<file path="src/rtl/core/ppu_pkg.sv">
package ppu_pkg;

	localparam int unsigned DivSteps = 47;
	localparam logic [31:0] MinDepth = 32'd655;

	typedef enum logic [2:0] {
		REG_SCREEN_SCALE = 3'd0,
		REG_X_CENTER     = 3'd1,
		REG_Y_CENTER     = 3'd2,
		REG_DEPTH_SCALE  = 3'd3,
		REG_CLIP_LEFT    = 3'd4,
		REG_CLIP_RIGHT   = 3'd5,
		REG_CLIP_TOP     = 3'd6,
		REG_CLIP_BOTTOM  = 3'd7
	} reg_idx_t;

	typedef struct packed {
		logic                    vld;
		logic [1:0]              func;
		logic signed [31:0]      x;
		logic signed [31:0]      y;
		logic [31:0]             d;
		logic [31:0]             rem_q;
		logic [31:0]             rem_r;
		logic [DivSteps-1:0]     num_q;
		logic [DivSteps-1:0]     num_r;
	} cell_t;

	typedef struct packed {
		logic signed [31:0] x_center;
		logic signed [31:0] y_center;
		logic [30:0]        depth_scale;
		logic signed [31:0] clip_left;
		logic signed [31:0] clip_right;
		logic signed [31:0] clip_top;
		logic signed [31:0] clip_bottom;
	} cfg_t;

endpackage

</file>
<file path="src/rtl/core/ppu_div_cell.sv">
module ppu_div_cell import ppu_pkg::*; (
	input  logic  clk,
	input  logic  arst_n,
	input  logic  en,
	input  cell_t cin,
	output cell_t cout
);

	logic [32:0] tq, tr;
	logic        bq, br;
	cell_t       nxt;

	always_comb begin
		nxt = cin;
		tq = {cin.rem_q, cin.num_q[DivSteps-1]};
		tr = {cin.rem_r, cin.num_r[DivSteps-1]};
		bq = (tq >= {1'b0, cin.d});
		br = (tr >= {1'b0, cin.d});
		nxt.rem_q = bq ? 32'(tq - {1'b0, cin.d}) : tq[31:0];
		nxt.rem_r = br ? 32'(tr - {1'b0, cin.d}) : tr[31:0];
		nxt.num_q = {cin.num_q[DivSteps-2:0], bq};
		nxt.num_r = {cin.num_r[DivSteps-2:0], br};
	end

	always_ff @(posedge clk or negedge arst_n) begin
		if (!arst_n) begin
			cout <= '0;
		end else if (en) begin
			cout <= nxt;
		end
	end

	a_rem_below_divisor: assert property (@(posedge clk) disable iff (!arst_n)
		cout.vld |-> (cout.rem_q < cout.d) && (cout.rem_r < cout.d))
		else $error("remainder not below divisor");
	a_depth_floor: assert property (@(posedge clk) disable iff (!arst_n)
		cout.vld |-> cout.d >= MinDepth)
		else $error("depth below floor");
	a_hold_on_stall: assert property (@(posedge clk) disable iff (!arst_n)
		!en |=> $stable(cout))
		else $error("cell moved while stalled");

endmodule

</file>
<file path="config.mk">
export PLATFORM = sky130hd
export DESIGN_NAME = ppu_div_cell
export DESIGN_NICKNAME = d
export VERILOG_FILES = /design/src/rtl/core/ppu_pkg.sv /design/src/rtl/core/ppu_div_cell.sv
export SDC_FILE = /design/constraint.sdc
export NUM_CORES = 1
export LEC_CHECK = 0
export BUFFER_PORTS_ARGS = -buffer_cell sky130_fd_sc_hd__buf_2
export CORE_AREA = 2 2 200 202
export CTS_CLUSTER_DIAMETER = 50
export DETAILED_ROUTE_END_ITERATION = 8
export DIE_AREA = 0 0 202 204
export PLACE_DENSITY_LB_ADDON = 0.1
export SLEW_MARGIN = 20
export SYNTH_ARGS = -nofsm -noshare
export SYNTH_HDL_FRONTEND = slang
export SYNTH_SLANG_ARGS = --single-unit
export TNS_END_PERCENT = 10
</file>
<file path="constraint.sdc">
create_clock -name clk -period 1.3 [get_ports clk]
set_input_delay 0.195 -clock clk [delete_from_list [all_inputs] [get_ports clk]]
set_output_delay 0.195 -clock clk [all_outputs]
set_load 0.01 [all_outputs]
</file>
### After elaboration in Yosys (flattened, before gate mapping)

Index checks and enable logic that the tools add are counted.

* bits in registers: 257
* bits of input ports: 260
* output and inout port bits: 257
* word-level logic and storage cells: 15

* $add $sub $neg: 2
* $lt $le $gt $ge: 2
* muxes and demuxes: 2

Operator list (count)
* >= comparator 33 x 32 -> 1 bit: 2
* two-way mux 32 bit: 2
* subtractor 32 bit: 2

### Depth between registers and ports, before layout

* depth after elaboration: 2
* gate-level depth with buffers: 13
* gate-level depth less buffers: 12

### Worst setup path before layout

OpenSTA, ideal clock, no wires.

* path type: input-to-reg
* from: in cin[93] (netlist name)
* to: reg cout[154] (netlist name)
* library setup time: 0.141 ns
* data arrival time: 2.617 ns
* required time: 1.159 ns
* setup slack: -1.458 ns
* stages on the path: 12
* buffers on the path: 0
* path through: inv_1 -> ha_1 -> fa_1 -> nand2b_1 -> a21oi_1 -> o2111ai_1 -> a41o_1 -> or3_1 -> a32oi_2 -> nor4b_1 -> o31ai_1 -> a31oi_1

* word-level cells in the longest chain between the ends: 2
* elaborated cells between the ends (all ways): 3
* those cells by class: add/sub (1); order compare (1); mux (1)

RTL lines
* start: declaration: line ppu_div_cell.sv:5 `input cell_t cin,`
* subtractor 32 bit / >= comparator 33 x 32 -> 1 bit (equally long branches): line ppu_div_cell.sv:19, ppu_div_cell.sv:17
* two-way mux 32 bit *: line ppu_div_cell.sv:19 `nxt.rem_q = bq ? 32'(tq - {1'b0, cin.d}) : tq[31:0];`
* end signal: assignment: line ppu_div_cell.sv:29 `cout <= nxt;`
* end: declaration: line ppu_div_cell.sv:6 `output cell_t cout`

Every way passes the cells marked *; elsewhere a longest branch is shown, timed or not.
A chain may end at the register's enable or synchronous reset.

### Worst setup path in the final report

Ends and elaborated chain as after synthesis.

==> metrics.cfg <==
[run_status]
status = finished, violations left
violations = negative setup slack

[routing]
drc_errors = 0
vias = 13615
antenna_left = 0
drt-total-wl_um = 54100
drt_iter0_drc = 566
viasPerCell = 4.84
firstDrtPassIters = 7
wire_per_inst_um = 19.2

[pwr]
p_leak_nw = 11.4
pwr-share-seq = 0.345
p_sw_frac = 0.306
powerDensity_nw_per_um2 = 1170
power_frac_comb = 0.303
switchingPower_mw = 8.52
max-vdd-ir-drop_v = 0.00108
p_int_mw = 19.3
clock_power_share = 0.353

[finish]
drive_above_1_share = 0.512
final_common_cell = buf_2
layout_common_cells = buf_2, dfrtp_1, buf_4
fin_area_um2 = 23800
nets = 2582
largest_register_ffs = 257
layout.cells.non_filler = 2811
top_regs = cout (257)
fillers = 3264
syn_to_final_growth_pct = 73.4
top_register = cout

[setup_path]
crit_fanout = 4
worstPathArrival_ns = 2.58
worst-setup-path-type = input port to register
worstSetupStartpointType = input port
worstPathRequired_ns = 1.72
reg2reg_slack_ns = 0.47
end_kind = register

[hold_path]
worst_hold_path_type = input port to register

[clocking]
cts.sinks = 257
clockBufferDepth = 3
cts_htree_levels = 2
cts_root_buf = clkbuf_16
cts_tree = done
cts_buffers = 38
clk-insertion-delay-late_ns = 0.54
path_clk_slew_ns = 0.06

[yosys]
synth_top_area_cell = dfrtp_1
synthesis.nets = 1570
yosys_warnings = 0
avgSynthCellArea_um2 = 11.0
postSynthCellCount = 1244
synth_cell_types = 67
synthTopCellsByArea = dfrtp_1, mux2_2, ha_1
synth_async_sr_flop_share = 1.00
syn-cell-area_um2 = 13700
yosysTopAreaCellShare = 0.468
synth-edff-count = 0
yosys_register_bits = 257
synthFlopType = dfrtp_1
ys_seq_area_frac = 0.468

[sta]
worst_slew_pin_slew_ns = 0.485
fin_ws_ns = -0.858
rsz0062_at_grt = true
hold_viol = 0
fin_skew_ns = 0
period_minus_slack_ns = 2.16
max_freq_mhz = 463
period_share = 1.66
drv_slew = 0
max_slew_margin = 0.674
final-setup-viol-count = 70

[placement]
place.port_buffers = 516
dp_cells = 2490
placed_cell_area_um2 = 19100
place_hpwl_um = 40400
place.gp.congestion = 0.925

[die]
num_rows = 73
initial_core_util = 0.351
die_area_um2 = 41200
dieWidth_um = 202
core_area_um2 = 39200
boundaryPins = 517
dieHeight_um = 204

[global_routing]
grt_overflow_total = 0
grt_max_degree = 53
grt_util_met1 = 0.293
grt_usage = 0.254
grt_pass1_wl_um = 80800
top_usage_layer = met2
use_met3 = 0.0655
grt_pass1_vias = 14467
antenna_found_initial = 6
met2_usage = 0.453

[job]
maxCapViolCount = 0

[final timing paths]
check / start / endpoint / cells after the start
setup / recovery: cin[93] / cout[154]$_DFFE_PN0P_ / 13
hold / removal: cin[124] / cout[125]$_DFFE_PN0P_ / 3
setup reg to reg: cout[114]$_DFFE_PN0P_ / cout[114]$_DFFE_PN0P_ / 3
hold reg to reg: cout[143]$_DFFE_PN0P_ / cout[143]$_DFFE_PN0P_ / 2
max in group asynchronous: arst_n / cout[139]$_DFFE_PN0P_ / 3
min in group asynchronous: arst_n / cout[137]$_DFFE_PN0P_ / 2
[worst max-delay path, cell delays in order]
cell	delay (ns)
buf_12	0.10
inv_12	0.03
ha_4	0.15
fa_2	0.35
nand2b_4	0.16
a21oi_4	0.19
o2111ai_4	0.14
a41o_1	0.27
or3_4	0.36
a32oi_4	0.23
nor4b_2	0.07
o31ai_1	0.22
a31oi_1	0.11
[area by class of cell]
type | instances | area [um^2] | share of cell area
Multi-Input combinational cell | 871 | 7510 | 0.315
Inverter | 54 | 238 | 0.00998
Antenna cell | 3 | 7.51 | 0.000315
Clock inverter | 16 | 125 | 0.00525
Timing Repair Buffer | 1034 | 7780 | 0.327
Sequential cell | 257 | 6430 | 0.270
Clock buffer | 51 | 1070 | 0.0450
Tap cell | 525 | 657 | 0.0276
[power by group through the flow]
stage / Sequential (mW) / Clock (mW) / Combinational, mW
2_1_floorplan: 10.1 / 0 / 3.02
3_3_place_gp: 9.62 / 0 / 7.09
3_5_place_dp: 9.65 / 0 / 7.15
4_1_cts: 9.56 / 10.0 / 7.97
5_1_grt: 9.72 / 10.4 / 9.10
6_report: 9.61 / 9.82 / 8.43
[per-stage QoR]
stage / TNS [ns] / setup WS (ns) / utilization / power, mW / hold WS (ns)
after global placement: -91.18 / -1.63 / 0.487 / 16.7 / 0.106
after detailed placement: -94.22 / -1.66 / 0.487 / 16.8 / 0.106
after floorplan: -71.60 / -1.21 / - / 13.1 / -0.101
after global routing: -57.06 / -0.991 / 0.608 / 29.2 / 0.00755
after CTS: -48.97 / -0.846 / 0.586 / 27.6 / 0.000134
final: -49.63 / -0.858 / 0.608 / 27.9 / 0.0113
[cell usage after synthesis (all sizes together), types with 6 or more instances]
cell      n
nor2     84
ha       64
buf      11
and3      6
o311ai    6
nand3    22
inv      54
a21o     24
nand2    67
xnor2    33
nor2b    10
xor2     20
o21a      8
nor3     13
a21oi   108
o211ai    8
o21bai    6
o21ai    39
mux2    192
a31oi    16
dfrtp   257
nand4    18
mux2i    46
and2      6
clkbuf   51
[repair_timing]
action,in CTS,in global routing
hold buffers,230,2
pin swaps,25,48
gates resized for setup,78,136
endpoints found under the hold margin,486,2
endpoints found under the setup margin,116,216
setup buffers,4,16
[per-layer routing]
metal  vias up  wire length (um)
met5         -                47
met4         8              1880
met3        99              3490
met2       385             27500
met1      6631             21200
li1       6492                 -
[kinds of logic (layout without fill, tap and decap cells)]
group / after synthesis / after routing / share of synthesized area
other: 0 / 3 / 0
xor gates and xnor gates: 53 / 53 / 0.0338
adders and majority gates: 66 / 66 / 0.0612
AOI/OAI and AO/OA: 259 / 259 / 0.121
DFF: 257 / 257 / 0.468
and+or+nand+nor: 255 / 255 / 0.0889
buffers and inverters: 116 / 1155 / 0.0361
muxes: 238 / 238 / 0.191
Power figures use the tool's default switching activity.
